File: src/sv/sensor_reading_statistics_assert.svh
// ---------------------------------------------------------------------------
// Assertion macros for the sensor reading statistics block
// Clocked property checks; empty under synthesis.
// ---------------------------------------------------------------------------
`ifndef SENSOR_READING_STATISTICS_ASSERT_SVH
`define SENSOR_READING_STATISTICS_ASSERT_SVH

`ifndef SYNTHESIS
`define SRS_ASSERT_CLK(lbl, prop, msg) \
	lbl: assert property (@(posedge clk) disable iff (!arst_n) prop) else $error(msg);
`define SRS_ASSERT_RST(lbl, prop, msg) \
	lbl: assert property (@(posedge clk) prop) else $error(msg);
`else
`define SRS_ASSERT_CLK(lbl, prop, msg)
`define SRS_ASSERT_RST(lbl, prop, msg)
`endif

`endif

File: src/sv/srs_pkg.sv
// ---------------------------------------------------------------------------
// srs_pkg
// Shared types and constants of the sensor reading statistics block.
// ---------------------------------------------------------------------------
package srs_pkg;

	localparam int DATA_W    = 16;
	localparam int VAL_W     = 15;
	localparam int FIELD_W   = 8;
	localparam int REG_IDX_W = 2;
	localparam int OUT_W     = 128;

	localparam logic [REG_IDX_W-1:0] REG_ALARM    = 2'd0;
	localparam logic [REG_IDX_W-1:0] REG_NORMAL   = 2'd1;
	localparam logic [REG_IDX_W-1:0] REG_WARNING  = 2'd2;
	localparam logic [REG_IDX_W-1:0] REG_CRITICAL = 2'd3;

	localparam logic signed [DATA_W-1:0] ALARM_RST    = 16'sd720;
	localparam logic signed [DATA_W-1:0] NORMAL_RST   = 16'sd464;
	localparam logic signed [DATA_W-1:0] WARNING_RST  = 16'sd704;
	localparam logic signed [DATA_W-1:0] CRITICAL_RST = 16'sd944;

	// first field in the lowest bits, so members run high to low
	typedef struct packed {
		logic [FIELD_W-1:0]       shutdown_count;
		logic [FIELD_W-1:0]       critical_count;
		logic [FIELD_W-1:0]       warning_count;
		logic [FIELD_W-1:0]       normal_count;
		logic signed [DATA_W-1:0] first_alarm_value;
		logic [FIELD_W-1:0]       first_alarm_index;
		logic [VAL_W-1:0]         average_value;
		logic [VAL_W-1:0]         max_value;
		logic [VAL_W-1:0]         min_value;
		logic [FIELD_W-1:0]       valid_count;
		logic [FIELD_W-1:0]       error_count;
		logic [FIELD_W-1:0]       total_count;
	} report_t;

	localparam int REPORT_W = $bits(report_t);

	typedef struct packed {
		logic accept;
		logic snap;
		logic div_step;
		logic load_out;
	} cmd_t;

	typedef struct packed {
		logic div_last;
	} status_t;

endpackage

File: src/sv/sensor_reading_statistics.sv
// ---------------------------------------------------------------------------
// sensor_reading_statistics
// Per-set statistics over a stream of signed temperature readings.
// ---------------------------------------------------------------------------
// One reading is taken per clock. A reading marked last closes the set: the
// input then stalls while a restoring divider forms the average one quotient
// bit per cycle over SUM_W = clog2(MAX_ITEMS+1) + 15 quotient bits, and while
// the previous report still waits on the output. The report sits in an output
// register, so readings are taken while it waits. Counters saturate at MAX_ITEMS.
// ---------------------------------------------------------------------------
module sensor_reading_statistics #(
	parameter int MAX_ITEMS = 128
) (
	input  logic                              clk,
	input  logic                              arst_n,
	input  logic                              s_tvalid,
	output logic                              s_tready,
	input  logic [srs_pkg::DATA_W-1:0]        s_tdata,  // reading
	input  logic                              s_tlast,
	output logic                              m_tvalid,
	input  logic                              m_tready,
	// total_count, error_count, valid_count, min_value, max_value,
	// average_value, first_alarm_index, first_alarm_value, normal_count,
	// warning_count, critical_count, shutdown_count, zero pad
	output logic [srs_pkg::OUT_W-1:0]         m_tdata,
	input  logic                              cfg_en,
	input  logic [srs_pkg::REG_IDX_W-1:0]     cfg_index,
	input  logic [srs_pkg::DATA_W-1:0]        cfg_data
);

	srs_pkg::cmd_t    cmd;
	srs_pkg::status_t stat;
	srs_pkg::report_t report;

	srs_ctrl u_ctrl (
		.clk      (clk),
		.arst_n   (arst_n),
		.s_tvalid (s_tvalid),
		.s_tlast  (s_tlast),
		.s_tready (s_tready),
		.m_tvalid (m_tvalid),
		.m_tready (m_tready),
		.stat     (stat),
		.cmd      (cmd)
	);

	srs_dp #(
		.MAX_ITEMS (MAX_ITEMS)
	) u_dp (
		.clk       (clk),
		.arst_n    (arst_n),
		.cmd       (cmd),
		.stat      (stat),
		.reading   (s_tdata),
		.cfg_en    (cfg_en),
		.cfg_index (cfg_index),
		.cfg_data  (cfg_data),
		.report    (report)
	);

	assign m_tdata = {(srs_pkg::OUT_W - srs_pkg::REPORT_W)'(0), report};

endmodule

File: src/sv/srs_ctrl.sv
// ---------------------------------------------------------------------------
// srs_ctrl
// Controller: input acceptance, divide sequencing and output handshake.
// ---------------------------------------------------------------------------
`include "sensor_reading_statistics_assert.svh"

module srs_ctrl (
	input  logic             clk,
	input  logic             arst_n,
	input  logic             s_tvalid,
	input  logic             s_tlast,
	output logic             s_tready,
	output logic             m_tvalid,
	input  logic             m_tready,
	input  srs_pkg::status_t stat,
	output srs_pkg::cmd_t    cmd
);

	localparam logic [1:0] ST_RUN  = 2'd0;
	localparam logic [1:0] ST_DIV  = 2'd1;
	localparam logic [1:0] ST_HOLD = 2'd2;

	logic [1:0] state_q;
	logic [1:0] state_d;
	logic       m_tvalid_q;
	logic       out_free;

	assign s_tready = (state_q == ST_RUN);
	assign m_tvalid = m_tvalid_q;
	assign out_free = !m_tvalid_q || m_tready;

	always_comb begin
		cmd.accept   = s_tvalid && s_tready;
		cmd.snap     = s_tvalid && s_tready && s_tlast;
		cmd.div_step = (state_q == ST_DIV);
		cmd.load_out = (state_q == ST_HOLD) && out_free;
	end

	always_comb begin
		state_d = state_q;
		case (state_q)
			ST_RUN: begin
				if (cmd.snap)
					state_d = ST_DIV;
			end
			ST_DIV: begin
				if (stat.div_last)
					state_d = ST_HOLD;
			end
			ST_HOLD: begin
				if (out_free)
					state_d = ST_RUN;
			end
			default: state_d = ST_RUN;
		endcase
	end

	always_ff @(posedge clk or negedge arst_n) begin
		if (!arst_n) begin
			state_q    <= ST_RUN;
			m_tvalid_q <= 1'b0;
		end else begin
			state_q <= state_d;
			if (cmd.load_out)
				m_tvalid_q <= 1'b1;
			else if (m_tready)
				m_tvalid_q <= 1'b0;
		end
	end

	`SRS_ASSERT_CLK(a_last_starts_div, cmd.snap |=> state_q == ST_DIV, "last item did not start divide")
	`SRS_ASSERT_CLK(a_div_holds, (state_q == ST_DIV && !stat.div_last) |=> state_q == ST_DIV, "divide cut short")
	`SRS_ASSERT_CLK(a_out_after_div, $rose(m_tvalid) |-> $past(state_q) == ST_HOLD, "report without divide")
	`SRS_ASSERT_RST(a_no_out_in_reset, !arst_n |=> !m_tvalid, "output valid in reset")

endmodule

File: src/sv/srs_dp.sv
// ---------------------------------------------------------------------------
// srs_dp
// Datapath: running statistics, report snapshot, restoring divider and
// output register.
// ---------------------------------------------------------------------------
module srs_dp #(
	parameter int MAX_ITEMS = 128
) (
	input  logic                              clk,
	input  logic                              arst_n,
	input  srs_pkg::cmd_t                     cmd,
	output srs_pkg::status_t                  stat,
	input  logic signed [srs_pkg::DATA_W-1:0] reading,
	input  logic                              cfg_en,
	input  logic [srs_pkg::REG_IDX_W-1:0]     cfg_index,
	input  logic [srs_pkg::DATA_W-1:0]        cfg_data,
	output srs_pkg::report_t                  report
);

	localparam int CNT_W  = $clog2(MAX_ITEMS + 1);
	localparam int SUM_W  = CNT_W + srs_pkg::VAL_W;
	localparam int STEP_W = $clog2(SUM_W + 1);

	logic signed [srs_pkg::DATA_W-1:0] alarm_q, normal_q, warning_q, critical_q;

	logic [CNT_W-1:0]                  pos_q, fault_q, good_q, alarm_pos_q;
	logic [srs_pkg::VAL_W-1:0]         min_q, max_q;
	logic [SUM_W-1:0]                  sum_q;
	logic signed [srs_pkg::DATA_W-1:0] alarm_val_q;
	logic [CNT_W-1:0]                  band_q [4];

	logic [CNT_W-1:0]                  pos_n, fault_n, good_n, alarm_pos_n;
	logic [srs_pkg::VAL_W-1:0]         min_n, max_n;
	logic [SUM_W-1:0]                  sum_n;
	logic signed [srs_pkg::DATA_W-1:0] alarm_val_n;
	logic [CNT_W-1:0]                  band_n [4];

	logic                      upd;
	logic                      neg;
	logic [srs_pkg::VAL_W-1:0] rv;
	logic [1:0]                band_sel;

	srs_pkg::report_t rep_q;
	srs_pkg::report_t rep_avg;
	srs_pkg::report_t out_q;

	logic [SUM_W-1:0]  quo_q;
	logic [CNT_W-1:0]  rem_q;
	logic [CNT_W-1:0]  dvs_q;
	logic [STEP_W-1:0] step_q;
	logic [CNT_W:0]    rem_sh;
	logic              ge;

	// configuration
	always_ff @(posedge clk or negedge arst_n) begin
		if (!arst_n) begin
			alarm_q    <= srs_pkg::ALARM_RST;
			normal_q   <= srs_pkg::NORMAL_RST;
			warning_q  <= srs_pkg::WARNING_RST;
			critical_q <= srs_pkg::CRITICAL_RST;
		end else if (cfg_en) begin
			case (cfg_index)
				srs_pkg::REG_ALARM:    alarm_q    <= cfg_data;
				srs_pkg::REG_NORMAL:   normal_q   <= cfg_data;
				srs_pkg::REG_WARNING:  warning_q  <= cfg_data;
				srs_pkg::REG_CRITICAL: critical_q <= cfg_data;
				default: ;
			endcase
		end
	end

	// next statistics for the item on the input
	assign upd = pos_q < CNT_W'(MAX_ITEMS);
	assign neg = reading[srs_pkg::DATA_W-1];
	assign rv  = reading[srs_pkg::VAL_W-1:0];

	always_comb begin
		if (reading <= normal_q)
			band_sel = 2'd0;
		else if (reading <= warning_q)
			band_sel = 2'd1;
		else if (reading <= critical_q)
			band_sel = 2'd2;
		else
			band_sel = 2'd3;
	end

	always_comb begin
		pos_n       = pos_q;
		fault_n     = fault_q;
		good_n      = good_q;
		alarm_pos_n = alarm_pos_q;
		alarm_val_n = alarm_val_q;
		min_n       = min_q;
		max_n       = max_q;
		sum_n       = sum_q;
		for (int i = 0; i < 4; i++)
			band_n[i] = band_q[i];
		if (upd) begin
			pos_n = pos_q + 1'b1;
			if (alarm_pos_q == '0 && reading >= alarm_q) begin
				alarm_pos_n = pos_q + 1'b1;
				alarm_val_n = reading;
			end
			if (neg) begin
				fault_n = fault_q + 1'b1;
			end else begin
				if (good_q == '0 || rv < min_q)
					min_n = rv;
				if (good_q == '0 || rv > max_q)
					max_n = rv;
				sum_n            = sum_q + SUM_W'(rv);
				good_n           = good_q + 1'b1;
				band_n[band_sel] = band_q[band_sel] + 1'b1;
			end
		end
	end

	always_ff @(posedge clk or negedge arst_n) begin
		if (!arst_n) begin
			pos_q       <= '0;
			fault_q     <= '0;
			good_q      <= '0;
			alarm_pos_q <= '0;
			alarm_val_q <= '0;
			min_q       <= '0;
			max_q       <= '0;
			sum_q       <= '0;
			for (int i = 0; i < 4; i++)
				band_q[i] <= '0;
		end else if (cmd.snap) begin
			pos_q       <= '0;
			fault_q     <= '0;
			good_q      <= '0;
			alarm_pos_q <= '0;
			alarm_val_q <= '0;
			min_q       <= '0;
			max_q       <= '0;
			sum_q       <= '0;
			for (int i = 0; i < 4; i++)
				band_q[i] <= '0;
		end else if (cmd.accept) begin
			pos_q       <= pos_n;
			fault_q     <= fault_n;
			good_q      <= good_n;
			alarm_pos_q <= alarm_pos_n;
			alarm_val_q <= alarm_val_n;
			min_q       <= min_n;
			max_q       <= max_n;
			sum_q       <= sum_n;
			for (int i = 0; i < 4; i++)
				band_q[i] <= band_n[i];
		end
	end

	// report snapshot and restoring divider, one quotient bit a cycle
	assign rem_sh = {rem_q, quo_q[SUM_W-1]};
	assign ge     = rem_sh >= {1'b0, dvs_q};
	assign stat.div_last = (step_q == STEP_W'(1));

	always_ff @(posedge clk or negedge arst_n) begin
		if (!arst_n)
			step_q <= '0;
		else if (cmd.snap)
			step_q <= STEP_W'(SUM_W);
		else if (cmd.div_step && step_q != '0)
			step_q <= step_q - 1'b1;
	end

	always_ff @(posedge clk) begin
		if (cmd.snap) begin
			rep_q.total_count       <= srs_pkg::FIELD_W'(pos_n);
			rep_q.error_count       <= srs_pkg::FIELD_W'(fault_n);
			rep_q.valid_count       <= srs_pkg::FIELD_W'(good_n);
			rep_q.min_value         <= min_n;
			rep_q.max_value         <= max_n;
			rep_q.average_value     <= '0;
			rep_q.first_alarm_index <= srs_pkg::FIELD_W'(alarm_pos_n);
			rep_q.first_alarm_value <= alarm_val_n;
			rep_q.normal_count      <= srs_pkg::FIELD_W'(band_n[0]);
			rep_q.warning_count     <= srs_pkg::FIELD_W'(band_n[1]);
			rep_q.critical_count    <= srs_pkg::FIELD_W'(band_n[2]);
			rep_q.shutdown_count    <= srs_pkg::FIELD_W'(band_n[3]);
			quo_q                   <= sum_n;
			rem_q                   <= '0;
			dvs_q                   <= good_n;
		end else if (cmd.div_step) begin
			quo_q <= {quo_q[SUM_W-2:0], ge};
			rem_q <= ge ? CNT_W'(rem_sh - {1'b0, dvs_q}) : rem_sh[CNT_W-1:0];
		end
	end

	// no valid reading: sum is zero, average forced to zero
	always_comb begin
		rep_avg               = rep_q;
		rep_avg.average_value = (dvs_q == '0) ? '0 : quo_q[srs_pkg::VAL_W-1:0];
	end

	always_ff @(posedge clk) begin
		if (cmd.load_out)
			out_q <= rep_avg;
	end

	assign report = out_q;

endmodule

File: config.mk
export PLATFORM = sky130hd
export DESIGN_NAME = sensor_reading_statistics
export DESIGN_NICKNAME = d
export VERILOG_FILES = /design/src/sv/srs_pkg.sv /design/src/sv/sensor_reading_statistics.sv /design/src/sv/srs_ctrl.sv /design/src/sv/srs_dp.sv
export VERILOG_INCLUDE_DIRS = /design/src /design/src/sv
export SDC_FILE = /design/constraint.sdc
export NUM_CORES = 1
export LEC_CHECK = 0
export BUFFER_PORTS_ARGS = -buffer_cell sky130_fd_sc_hd__buf_2
export CAP_MARGIN = 30
export CORE_UTILIZATION = 55
export DETAILED_ROUTE_END_ITERATION = 10
export PLACE_DENSITY = 0.77
export SLEW_MARGIN = 20
export SYNTH_ARGS = -nofsm -noshare
export SYNTH_HDL_FRONTEND = slang
export SYNTH_SLANG_ARGS = --single-unit
File: constraint.sdc
create_clock -name clk -period 9.76 [get_ports clk]
set_input_delay 0.488 -clock clk [delete_from_list [all_inputs] [get_ports clk]]
set_output_delay 0.488 -clock clk [all_outputs]
set_load 0.03 [all_outputs]
### Word-level counts from Yosys, hierarchy flattened

Index checks and enable logic that the tools add are counted.

| operators by class | value |
|---|---|
| $add $sub $neg | 7 |
| div/mod/pow operators | 0 |
| bitwise gates (word level) | 1 |
| muxes and demuxes | 57 |
| reductions and logical operators | 25 |
| $mul | 0 |
| shift-type cells | 0 |
| equal/unequal tests | 9 |
| order comparisons | 10 |

Operator list:

| kind | count |
|---|---|
| 2-to-1 mux 8 bit | 19 |
| 2-to-1 mux 15 bit | 10 |
| 2-to-1 mux 23 bit | 6 |
| 2-to-1 mux 32 bit | 4 |
| 2-to-1 mux 16 bit | 4 |
| less-or-equal comparator 16 bit | 3 |
| adder 8 x 1 -> 8 bit, second input constant | 4 |
| bitwise mux 32 bit | 1 |
| zero test 8 bit | 3 |
| adder 23 x 15 -> 23 bit | 1 |
| binary-select mux 8 bit (select 2 bit) | 1 |
| demux 8 bit (select 2 bit) | 1 |
| >= comparator 16 bit | 1 |
| > comparator 15 bit | 1 |
| < comparator 15 bit | 1 |
| 2-to-1 mux 2 bit | 5 |
| 2-to-1 mux 5 bit | 2 |
| >= comparator 9 x 8 -> 1 bit | 1 |
| < comparator 8 bit, second input constant | 1 |
| AND reduction 2 bit | 4 |
| nonzero test 2 bit | 4 |
| subtractor 8 bit | 1 |
| equality test 2 bit, second input constant | 3 |
| logical AND 1 bit | 6 |
| 15 further kinds | 22 |

| word-level totals | value |
|---|---|
| output and inout port bits | 130 |
| bits in read-only memories | 0 |
| bits in latches | 0 |
| RAM bits | 0 |
| bits in registers | 471 |
| input port bits | 40 |
| memories kept | 0 |
| logic and storage cells | 153 |

### Depth between registers and ports, before layout

Gate-level depths: netlist of the first run.

| logic depth | value |
|---|---|
| word-level depth | 14 |
| depth in mapped cells | 17 |
| gate-level depth less buffers | 14 |

### Hierarchy

Synthesis of the first run repeated with hierarchy kept, for this count alone.

| unflattened totals | value |
|---|---|
| cell total of the unflattened synthesis | 1896 |
| area total of the unflattened synthesis | 22441.5 µm² |

Modules (own cells, without submodules):

| module | area each (µm²) | cells an instance | seq. area each (µm²) | times used |
|---|---|---|---|---|
| srs_dp | 22256.3 | 1876 | 12982.5 | 1 |
| srs_ctrl | 158.9 | 16 | 75.1 | 1 |
| sensor_reading_statistics | 26.3 | 4 | 0.0 | 1 |

### Worst setup path before layout of the first run

No wires, ideal clock.

| path | value |
|---|---|
| path kind | register to register |
| from | register u_ctrl.m_tvalid_q (netlist: u_ctrl.m_tvalid) |
| to | register u_dp.out_q, in the netlist u_dp.report[0] (enable) |
| library setup time | 0.625 ns |
| path buffers | 0 |
| arrival | 6.143 ns |
| stages on the path, launching flop included | 3 |
| setup slack | 2.991 ns |
| required time | 9.135 ns |
| clock period less this slack | 6.769 ns |
| cell sequence | dfrtp_1 > nand2b_1 > nor2b_1 |

RTL lines:

| what | RTL line | source |
|---|---|---|
| start: declaration | srs_ctrl.sv:25 | `logic m_tvalid_q;` |
| start signal: assignment | srs_ctrl.sv:61 | `m_tvalid_q <= 1'b0;` |
| start signal: assignment | srs_ctrl.sv:65 | `m_tvalid_q <= 1'b1;` |
| start signal: assignment | srs_ctrl.sv:67 | `m_tvalid_q <= 1'b0;` |
| end signal: assignment | srs_dp.sv:201 | `out_q <= rep_avg;` |
| end: declaration | srs_dp.sv:45 | `srs_pkg::report_t out_q;` |

### Worst setup path in the final report of the first run

| path | value |
|---|---|
| from | register u_dp.warning_q[9] (netlist name) |
| to | register u_dp.band_q[18] (netlist name) |

| between the ends | value |
|---|---|
| longest elaborated chain between the ends | 13 |
| elaborated cells between the ends (all ways) | 18 |
| those cells by class | 1 x add/sub; 3 x order compare; 12 x mux; 1 x bitwise; 1 x reduce/logical |

RTL lines:

| what | RTL line | source |
|---|---|---|
| start: declaration | srs_dp.sv:24 | `logic signed [srs_pkg::DATA_W-1:0] alarm_q, normal_q, warning_q, critical_q;` |
| start signal: assignment | srs_dp.sv:59 | `warning_q <= srs_pkg::WARNING_RST;` |
| start signal: assignment | srs_dp.sv:65 | `srs_pkg::REG_WARNING: warning_q <= cfg_data;` |
| less-or-equal comparator 16 bit (*) | srs_dp.sv:80 | `else if (reading <= warning_q)` |
| 2-to-1 mux 2 bit (*) | srs_dp.sv:80 |  |
| 2-to-1 mux 2 bit (*) | srs_dp.sv:78 | `if (reading <= normal_q)` |
| inverter 2 -> 3 bit (implied by the code) (*) | srs_dp.sv:114 | `band_n[band_sel] = band_q[band_sel] + 1'b1;` |
| binary-select mux 8 bit (select 2 bit), or another cell as far along | srs_dp.sv:114 |  |
| 2-to-1 mux 8 bit (implied by the code) or logical AND 1 bit (tied branches) | srs_dp.sv:114 |  |
| 2-to-1 mux 8 bit (implied by the code) | srs_dp.sv:114 |  |
| adder 8 x 1 -> 8 bit or demux 8 bit (select 2 bit) (tied branches) | srs_dp.sv:114 |  |
| bitwise mux 32 bit (*) | srs_dp.sv:114 |  |
| 2-to-1 mux 32 bit (*) | srs_dp.sv:105 | `if (neg) begin` |
| 2-to-1 mux 32 bit (*) | srs_dp.sv:99 | `if (upd) begin` |
| 2-to-1 mux 32 bit (*) | srs_dp.sv:142 | `end else if (cmd.accept) begin` |
| 2-to-1 mux 32 bit (*) | srs_dp.sv:131 | `end else if (cmd.snap) begin` |
| end signal: indexed assignment | srs_dp.sv:152 | `band_q[i] <= band_n[i];` |
| end: declaration | srs_dp.sv:30 | `logic [CNT_W-1:0] band_q [4];` |

Every way passes the cells marked *; elsewhere a longest branch is shown, timed or not. The select of a mux whose other input is x is not followed.
A chain may end at the register's enable or synchronous reset.

==> results.json, run 1 <==
{
  "outcome": "completed",
  "drt-initial-drc-count": 1062,
  "nFillCells": 3079,
  "r2r_start": "u_dp.warning_q[9]",
  "final.min_clock_period_ns": 4.65,
  "die_y_um": 204,
  "clock_path_buffers": 3,
  "rr_worst_depth": 14,
  "hp-start": "cfg_data[4]",
  "grt_pass1_vias": 15400,
  "crit_path_end_kind": "flop",
  "power.total_uw": 7040,
  "r2r-end": "u_dp.band_q[18]",
  "syn_inst": 1887,
  "synth-edff-count": 258,
  "antenna_found_initial": 1,
  "synthFlopType": "edfxtp_1",
  "hold_viol": 0,
  "worstSetupPathType": "reg -> reg",
  "fp.dieArea_um2": 41400,
  "htreeDepth": 2,
  "port_buffers": 166,
  "ys_types": 79,
  "ys_seq_elements": 471,
  "fin_crit_sh_pct": 47.7,
  "first_pass_iters": 7,
  "hold_depth": 3,
  "drcViolationCount": 0,
  "ys_seq_area_share_pct": 58.4,
  "syn_area_um2": 22300,
  "powerDensity_nw_per_um2": 276,
  "clk_pin_slew_ns": 0.06,
  "cts_tree": "done",
  "gp_congestion": 0.835,
  "hold_class": "in -> reg",
  "cts_inserted_buffers": 48,
  "clock_skew_ns": 0.0197,
  "whs_ns": 0.146,
  "layout.nets": 2209,
  "grt_usage_pct": 25.7,
  "wirelength_um": 52500,
  "ys_warn_count": 0,
  "routed_via_density": 5.93,
  "regArea_um2": 13100,
  "setup_violations": 0,
  "final_util_pct": 63.8,
  "coreArea_um2": 39900,
  "grt_start_max_net_pins": 80,
  "cts_sinks": 471,
  "syn_area_per_cell_um2": 11.8,
  "initial_core_util_pct": 56.0,
  "clock.fmax_mhz": 215,
  "drv_slew": 0,
  "drive_gt1_share_pct": 19.6,
  "die_x_um": 204,
  "worst_setup_path_start_kind": "flop",
  "drv_cap": 0,
  "grt_pass1_wl_um": 82800,
  "diodes": 0,
  "ios": 170,
  "async_flop_share_pct": 43.5,
  "wl_per_cell_um": 20.1,
  "r2r_setup_slack_ns": 5.11,
  "path_max_fanout": 8,
  "tns_ns": 0,
  "vdd_drop_max_uv": 138,
  "hpwlAfterDp_um": 35000,
  "whs_endpoint": "u_dp.alarm_q[4]",
  "leakage_uw": 0.0109,
  "critPathArrivalTime_ns": 5.12,
  "clock_latency_ns": 0.59,
  "fp-row-count": 73,
  "num_vias": 15500,
  "worstMarginPinSlew_ns": 0.948,
  "required_ns": 10.23,
  "syn_to_final_growth_pct": 14.0,
  "rsz0062_at_grt": "no",
  "clock-root-buffer": "clkbuf_16",
  "multi_input_area_um2": 8500,
  "slew_headroom_pct": 36.6,
  "grt_overflow": 0,
  "drtAntennaViolNets": 0
}
==> worst max-delay path: stages, from the launching register on <==
cell      delay, ns
dfstp_2        0.53
inv_1          0.05
ha_1           0.29
nand4_1        0.14
nor4_1         0.48
a21boi_1       0.28
or4_1          0.26
nand3_1        0.23
a211o_1        0.33
a22oi_1        0.53
inv_1          0.16
ha_1           0.25
xor2_1         0.59
o21ai_0        0.21
a22o_1         0.21
==> where the power goes <==
group	leakage, µW	internal (µW)	switching [µW]
clock	0.000786	1090	788
combinational	0.00533	930	1320
sequential	0.00483	2620	301
total	0.0109	4630	2410
==> metrics by stage <==
step / area, µm² / setup slack [ns] / cells
after floorplan: 22400 / 2.99 / 1889
after global placement: 23700 / 4.93 / 2508
after detailed placement: 23700 / 4.84 / 2509
after CTS: 25300 / 5.14 / 2600
after global routing: 25500 / 4.88 / 2607
final: 25500 / 5.11 / 2607
==> placed cells by master (no fill, tap or decap), types with 15 or more instances in the layout <==
cell type,n
edfxtp_1,258
nand2_1,196
dfrtp_1,189
buf_2,165
o21ai_0,140
ha_1,125
inv_1,123
mux2_2,86
nor2_1,68
a21oi_1,63
clkbuf_16,50
a22o_1,42
a21o_1,35
and2_1,33
xnor2_1,31
o31ai_1,31
nand4_1,30
xor2_1,29
nand3_1,28
a31oi_1,24
nor3_1,22
a22oi_1,22
buf_4,20
o22ai_1,18
mux2i_1,16
dfstp_2,16
a31o_2,15
==> Yosys cell counts, types with 18 or more instances <==
| cell | number | share of area, % |
|---|---|---|
| xnor2_1 | 31 | 1.2 |
| a22oi_1 | 22 | 0.74 |
| nand2_1 | 197 | 3.3 |
| inv_1 | 123 | 2.1 |
| edfxtp_1 | 258 | 35 |
| a21oi_1 | 63 | 1.4 |
| o21ai_0 | 140 | 3.1 |
| nor2_1 | 68 | 1.1 |
| ha_1 | 125 | 7.0 |
| nor3_1 | 22 | 0.49 |
| mux2_2 | 86 | 4.3 |
| clkbuf_1 | 77 | 1.3 |
| o31ai_1 | 31 | 1.0 |
| and2_1 | 33 | 0.92 |
| nand4_1 | 30 | 0.84 |
| a21o_1 | 35 | 1.2 |
| dfrtp_1 | 189 | 21 |
| a22o_1 | 42 | 1.6 |
| xor2_1 | 29 | 1.1 |
| nand3_1 | 28 | 0.63 |
| a31oi_1 | 24 | 0.67 |
| o22ai_1 | 18 | 0.50 |
==> metal layers <==
metal  vias up  wire length (µm)  global-route usage (%)
li1       7215                 -                       -
met1      7624             22200                    33.6
met2       490             25700                    42.8
met3       121              2840                    4.03
met4         2              1800                    10.6
met5         -                10                       0
==> area by class of cell <==
type / count / share of cell area [%]
Clock inverter: 34 / 1.29
Inverter: 124 / 1.84
Sequential cell: 471 / 51.3
Multi-Input combinational cell: 1203 / 33.4
Timing Repair Buffer: 194 / 4.59
Tap cell: 525 / 2.58
Clock buffer: 56 / 5.08
==> worst max-delay path by stage <==
| stage | from | end | slack (ns) | depth (start not counted) |
|---|---|---|---|---|
| floorplan | u_ctrl.m_tvalid | u_dp.report[0] | 2.99 | 2 |
| global placement | s_tdata[14] | u_dp.band_q[14] | 4.93 | 14 |
| detailed placement | s_tdata[15] | u_dp.rep_avg[123] | 4.84 | 14 |
| CTS | u_dp.warning_q[9] | u_dp.rep_avg[105] | 5.14 | 14 |
| global route | u_dp.warning_q[9] | u_dp.band_q[18] | 4.88 | 14 |
| finish | u_dp.warning_q[9] | u_dp.band_q[18] | 5.11 | 14 |
==> registers in the layout (all words and copies together) (netlist names) <==
signal            count
u_dp.alarm_pos_q      8
u_dp.band_q          32
u_dp.normal_q        16
u_dp.alarm_q         16
u_dp.rem_q            8
u_dp.step_q           5
u_dp.max_q           15
u_dp.report         125
u_dp.critical_q      16
u_ctrl.state_q        2
u_ctrl.m_tvalid       1
u_dp.good_q           8
u_dp.rep_avg        110
u_dp.min_q           15
u_dp.alarm_val_q     16
u_dp.warning_q       16
u_dp.fault_q          8
u_dp.pos_q            8
u_dp.sum_q           23
u_dp.quo_q           23
==> repair_timing <==
action,4_1_cts,5_1_grt
hold endpoints to repair,50,0
buffers inserted,0,0
resized for setup,0,0
hold buffers,1,0
==> logic make-up (layout without fill, tap and decap cells) <==
family / count (synthesis) / after routing / share of synthesized area (%)
other: 1 / 3 / 0.0168
AOI/OAI and AO/OA: 464 / 464 / 13.7
and+or+nand+nor: 447 / 447 / 9.56
buffers and inverters: 215 / 408 / 3.72
xor gates and xnor gates: 60 / 60 / 2.35
DFF: 471 / 471 / 58.4
muxes: 102 / 102 / 5.05
adders and majority gates: 127 / 127 / 7.18
Power figures use the tool's default switching activity.
==> inputs of run 2 (changes only) <==
--- a/config.mk
+++ b/config.mk
@@ -6,6 +6,7 @@
 export SDC_FILE = /design/constraint.sdc
 export NUM_CORES = 1
 export LEC_CHECK = 0
+export ABC_AREA = 1
 export BUFFER_PORTS_ARGS = -buffer_cell sky130_fd_sc_hd__buf_2
 export CAP_MARGIN = 30
 export CORE_UTILIZATION = 55
==> constraint.sdc (replaced) <==
create_clock -name clk -period 4.5 [get_ports clk]
set_input_delay 0.225 -clock clk [delete_from_list [all_inputs] [get_ports clk]]
set_output_delay 0.225 -clock clk [all_outputs]
set_load 0.03 [all_outputs]
==> results.json, run 2 <==
{
  "outcome": "completed",
  "initial_core_util_pct": 56.3,
  "critPathMaxStageDelay_ns": 0.53,
  "clock_path_buffers": 3,
  "vdd_drop_max_uv": 410,
  "rr_worst_depth": 22,
  "layout.nets": 2504,
  "clock-root-buffer": "clkbuf_16",
  "drive_gt1_share_pct": 14.8,
  "cp_cell_sequence": "inv_1 > ha_1 > a21oi_1 > nor2_1 > nor3_1 > nand2_1 > nand2_1 > nand2_1 > nand2_1 > nand3_2 > nand2_2 > nor2_1 > nor2_1 > o21ai_4 > inv_2 > ha_1 > nand2_2 > nor2_8 > nand2_2 > nand2_4 > nand3_2 > and2_1",
  "synth-edff-count": 258,
  "nFillCells": 2983,
  "die_x_um": 202,
  "grt_start_max_net_pins": 116,
  "first_pass_iters": 5,
  "critical-path-top-delay-family": "simple AND/OR/NAND/NOR gates",
  "drt-initial-drc-count": 1121,
  "yosys-top-cells-count": "nand2_1, inv_1, edfxtp_1",
  "antenna_found_initial": 1,
  "crit_slowest_cell": "dfstp_2",
  "tns_ns": 0,
  "hold_class": "in -> reg",
  "critPathArrivalTime_ns": 3.88,
  "ios": 170,
  "diodes": 0,
  "routed_via_density": 5.47,
  "fp.dieArea_um2": 40700,
  "grt_pass1_vias": 15800,
  "fin_crit_sh_pct": 78.6,
  "r2r_setup_slack_ns": 0.96,
  "synth.most_common_cell": "nand2_1",
  "post_cts_buffers": 0,
  "synth_top_cell_area_share_pct": 35.3,
  "grt_usage_pct": 25.5,
  "clock_latency_ns": 0.60,
  "yosys-top-cells-area": "edfxtp_1, dfrtp_1, nand2_1",
  "hold_viol": 0,
  "final_cell_mix": "nand2_1, inv_1, edfxtp_1, o21ai_0, dfrtp_1",
  "leakage_uw": 0.0115,
  "clk_pin_slew_ns": 0.06,
  "grt_overflow": 0,
  "cp_common_cell": "nand2_1",
  "syn_area_per_cell_um2": 10.2,
  "clock.fmax_mhz": 283,
  "worstSetupPathType": "reg -> reg",
  "htreeDepth": 2,
  "wl_per_cell_um": 17.6,
  "drtAntennaViolNets": 0,
  "clock_skew_ns": 0.0209,
  "synthFlopType": "edfxtp_1",
  "cts_resized": 0,
  "syn_to_final_growth_pct": 14.7,
  "coreArea_um2": 39000,
  "yosysTopAreaCell": "edfxtp_1",
  "wirelength_um": 50900,
  "path_buf_inv": 2,
  "syn_area_um2": 22000,
  "ys_types": 55,
  "cts_sinks": 471,
  "rsz0062_at_grt": "no",
  "setup_violations": 0,
  "port_buffers": 166,
  "fin_area_um2": 25200,
  "required_ns": 4.84,
  "cts_tree": "done",
  "num_vias": 15800,
  "worst_setup_path_start_kind": "flop",
  "largest_reg_flops": 125,
  "hpwlAfterDp_um": 34600,
  "syn_inst": 2158,
  "hold_depth": 3,
  "ys_seq_area_share_pct": 59.5,
  "powerDensity_nw_per_um2": 624,
  "async_flop_share_pct": 43.5,
  "layout_commonest_cell": "nand2_1",
  "crit_path_end_kind": "flop",
  "cts_inserted_buffers": 48,
  "drcViolationCount": 0,
  "path_max_fanout": 6,
  "placed_cell_area_um2": 23400,
  "fp-row-count": 72,
  "gp_congestion": 0.888,
  "slew_headroom_pct": 37.9,
  "ys_warn_count": 0,
  "path_depth": 22,
  "drv_cap": 0,
  "worstMarginPinSlew_ns": 0.931,
  "die_y_um": 202,
  "drv_slew": 0,
  "grt_pass1_wl_um": 81800,
  "ys_seq_elements": 471,
  "final.min_clock_period_ns": 3.54
}
[run 2: cell types whose count changed after synthesis, sizes merged, moves of 21 or more]
cell   previous run  this run
nand2           197       482
inv             123       305
o21ai           141       272
mux2             86         0
nand3            28       103
a22o             42         3
a21o             35         2
o31ai            31         0
a31oi            25         0
xnor2            31        10
[run 2: logic make-up after synthesis]
family / share of synthesized area (%)
AOI/OAI and AO/OA: 9.93
xor gates and xnor gates: 1.68
adders and majority gates: 7.30
buffers and inverters: 6.60
DFF: 59.5
muxes: 0.0456
other: 0.0171
and+or+nand+nor: 15.0
[run 2: routing by layer]
metal | global-route usage [%] | vias up | share of wire [%]
met4 | 8.36 | 2 | 2.7
met1 | 34.8 | 7643 | 44
met2 | 41.9 | 527 | 47
li1 | - | 7546 | -
met5 | 0 | - | 0.029
met3 | 4.21 | 104 | 6.3
[run 2: stage by stage]
stage	setup slack [ns]	power [µW]	cells	hold slack, ns	util, %
after CTS	0.975	15800	2894	0.00189	64.5
after global placement	1.13	11300	2789	0.352	59.9
after detailed placement	1.03	11500	2792	0.383	60.0
final	0.962	15700	2895	0.0197	64.6
after floorplan	0.167	10100	2160	-0.0706	-
after global routing	0.707	16700	2895	0.0406	64.6
[run 2: worst paths after layout]
check                                   startpoint                end
worst min-delay path                   cfg_data[8]  u_dp.warning_q[8]
max in group asynchronous                   arst_n      u_dp.pos_q[4]
min in group asynchronous                   arst_n    u_dp.band_q[31]
worst max-delay path            u_dp.critical_q[5]  u_dp.rep_avg[115]
worst min register to register   u_dp.rep_avg[104]   u_dp.report[104]
worst max register to register  u_dp.critical_q[5]  u_dp.rep_avg[115]
[run 2: final cells by class]
type / count / area (µm²) / area share [%]
inverter: 309 / 1160 / 4.60
multi-input combinational: 1309 / 7500 / 29.8
tap: 518 / 648 / 2.57
clock buffer: 64 / 1310 / 5.21
sequential: 471 / 13100 / 51.8
timing repair buffer: 198 / 1170 / 4.64
clock inverter: 26 / 347 / 1.38
[run 2: worst register-to-register path: cells and delay by family, from the launching register on]
family	cells	cell delay, ns
compound gates	2	0.29
simple gates	16	1.89
fa+ha+maj	2	0.48
buf+inv	2	0.13
flops	1	0.53
[run 2: where the power goes]
part	internal [µW]	total, µW	switching, µW
registers	5940	6460	514
logic	1600	5080	3480
clock network	2520	4190	1670
[run 2: timing repair]
item / CTS / global route
hold endpoints to repair: 112 / 0
hold buffers: 12 / 0
setup endpoints to repair: 0 / 0
==> inputs of run 3 (changes only) <==
--- a/config.mk
+++ b/config.mk
@@ -6,12 +6,12 @@
 export SDC_FILE = /design/constraint.sdc
 export NUM_CORES = 1
 export LEC_CHECK = 0
-export ABC_AREA = 1
+export ABC_AREA = 0
 export BUFFER_PORTS_ARGS = -buffer_cell sky130_fd_sc_hd__buf_2
 export CAP_MARGIN = 30
 export CORE_UTILIZATION = 55
 export DETAILED_ROUTE_END_ITERATION = 10
-export PLACE_DENSITY = 0.77
+export PLACE_DENSITY = 0.8
 export SLEW_MARGIN = 20
 export SYNTH_ARGS = -nofsm -noshare
 export SYNTH_HDL_FRONTEND = slang
==> constraint.sdc (replaced) <==
create_clock -name clk -period 3.1 [get_ports clk]
set_input_delay 0.155 -clock clk [delete_from_list [all_inputs] [get_ports clk]]
set_output_delay 0.155 -clock clk [all_outputs]
set_load 0.03 [all_outputs]
==> results.json, run 3 (synthesized netlist as in run 1, its figures left out) <==
{
  "worst_setup_path_start_kind": "flop",
  "coreArea_um2": 39900,
  "placed_cell_area_um2": 25000,
  "grt_overflow": 0,
  "port_buffers": 166,
  "rr_worst_depth": 14,
  "drv_cap": 0,
  "gp_congestion": 0.917,
  "cts_inserted_buffers": 47,
  "ios": 170,
  "powerDensity_nw_per_um2": 870,
  "leakage_uw": 0.0120,
  "drcViolationCount": 0,
  "clock_path_buffers": 3,
  "die_y_um": 204,
  "r2r_setup_slack_ns": -0.86,
  "r2r_start": "u_dp.normal_q[8]",
  "first_pass_iters": 7,
  "critPathArrivalTime_ns": 4.47,
  "drive_gt1_share_pct": 28.1,
  "wirelength_um": 56200,
  "fin_area_um2": 27600,
  "place_inst": 2642,
  "outcome": "finished, violations left",
  "cts_sinks": 471,
  "clock_skew_ns": 0.0233,
  "hold_viol": 0,
  "path_max_fanout": 6,
  "drtAntennaViolNets": 0,
  "hold_class": "in -> reg",
  "whs_endpoint": "u_dp.alarm_val_q[11]",
  "clock.fmax_mhz": 253,
  "grt_pass1_vias": 16000,
  "worstSetupPathType": "reg -> reg",
  "drt-initial-drc-count": 1381,
  "rsz0062_at_grt": "yes",
  "crit_path_end_kind": "flop",
  "clk_pin_slew_ns": 0.06,
  "grt_start_max_net_pins": 82,
  "syn_to_final_growth_pct": 23.6,
  "required_ns": 3.61,
  "violations": "negative setup slack",
  "setup_violations": 66,
  "largest_reg_flops": 125,
  "grt_pass1_wl_um": 87100,
  "die_x_um": 204,
  "wl_per_cell_um": 20.2,
  "htreeDepth": 2,
  "final.min_clock_period_ns": 3.96,
  "clock-root-buffer": "clkbuf_16",
  "slew_headroom_pct": 35.7,
  "stdcell_count": 2786,
  "fin_crit_sh_pct": 128,
  "antenna_found_initial": 1,
  "num_vias": 16400,
  "drv_slew": 0,
  "nFillCells": 2788,
  "fp.dieArea_um2": 41400,
  "fp-row-count": 73,
  "layout_commonest_cell": "edfxtp_1",
  "grt_usage_pct": 27.1,
  "final_util_pct": 69.2,
  "final_cell_mix": "edfxtp_1, dfrtp_1, nand2_1, buf_2, buf_4",
  "whs_ns": 0.0317,
  "initial_core_util_pct": 56.0,
  "diodes": 0,
  "routed_via_density": 5.90,
  "hold_depth": 3,
  "vdd_drop_max_uv": 540,
  "r2r-end": "u_dp.band_q[30]",
  "fin_ws_ns": -0.860,
  "hpwlAfterDp_um": 38000,
  "worstMarginPinSlew_ns": 0.962,
  "layout.nets": 2389,
  "clock_latency_ns": 0.60,
  "cts_tree": "done",
  "hp-start": "s_tdata[11]"
}
run 3: cell types whose count changed in the layout (fill, tap and decap cells not counted), sizes merged, moves of 25 or more:
cell   change
mux2      +86
a31oi     +25
a22o      +39
a21o      +33
buf      +165
o21ai    -131
o31ai     +31
inv      -182
nand2    -285
nand3     -75
run 3: what timing repair did:
| action | in CTS | in global routing |
|---|---|---|
| pin swaps | 14 | 35 |
| endpoints found under the setup margin | 115 | 116 |
| gates resized for setup | 62 | 65 |
| hold endpoints to repair | 150 | 0 |
| buffers inserted | 20 | 14 |
| hold buffers | 21 | 0 |
| gates cloned | 1 | 3 |
run 3: area by class of cell:
cell class / count / area (µm²) / area share [%]
timing repair buffer: 375 / 2810 / 10.2
tap: 525 / 657 / 2.38
sequential: 471 / 13100 / 47.3
multi-input combinational: 1203 / 9030 / 32.7
clock inverter: 28 / 328 / 1.19
inverter: 124 / 468 / 1.69
clock buffer: 60 / 1270 / 4.62
run 3: stage by stage:
step	setup TNS, ns	setup slack [ns]	power [µW]
2_1_floorplan	-20.21	-0.720	14300
3_3_place_gp	-38.58	-0.762	16800
3_5_place_dp	-45.33	-0.896	17100
4_1_cts	-33.18	-0.724	23500
5_1_grt	-45.69	-0.967	25300
6_report	-37.09	-0.860	24000
run 3: worst max-delay path, cell delays in order (launching register included):
cell	delay [ns]
dfstp_2	0.53
inv_2	0.04
ha_4	0.26
nand2_2	0.05
or4_4	0.55
a21oi_4	0.15
nor3b_2	0.06
or3b_1	0.38
buf_6	0.16
a311oi_1	0.37
nor2_1	0.13
or4b_4	0.62
buf_6	0.15
or3_1	0.34
o2111ai_1	0.08
run 3: how the worst max path moves through the flow:
stage	start	endpoint	slack (ns)	cells past startpoint
CTS	u_dp.normal_q[6]	u_dp.band_q[30]	-0.72	17
global route	u_dp.normal_q[6]	u_dp.band_q[30]	-0.97	14
floorplan	u_dp.warning_q[9]	u_dp.band_q[22]	-0.72	17
detailed placement	u_dp.normal_q[15]	u_dp.rep_avg[115]	-0.90	16
global placement	u_dp.normal_q[15]	u_dp.band_q[22]	-0.76	15
finish	u_dp.normal_q[8]	u_dp.band_q[30]	-0.86	14
run 3: power by group:
group          switching [µW]  leakage, µW  internal [µW]  total [µW]
Clock                    2480     0.000764           3370        5840
Combinational            4810      0.00635           4170        8980
Sequential                970      0.00483           8250        9220
Total                    8250       0.0120          15800       24000
run 3: layer usage:
layer	vias to the layer above	track usage, %	share of wire [%]
li1	7593	-	-
met1	8068	37.6	43
met2	634	42.5	47
met3	144	4.04	6.2
met4	0	12.4	3.8
met5	-	0	0
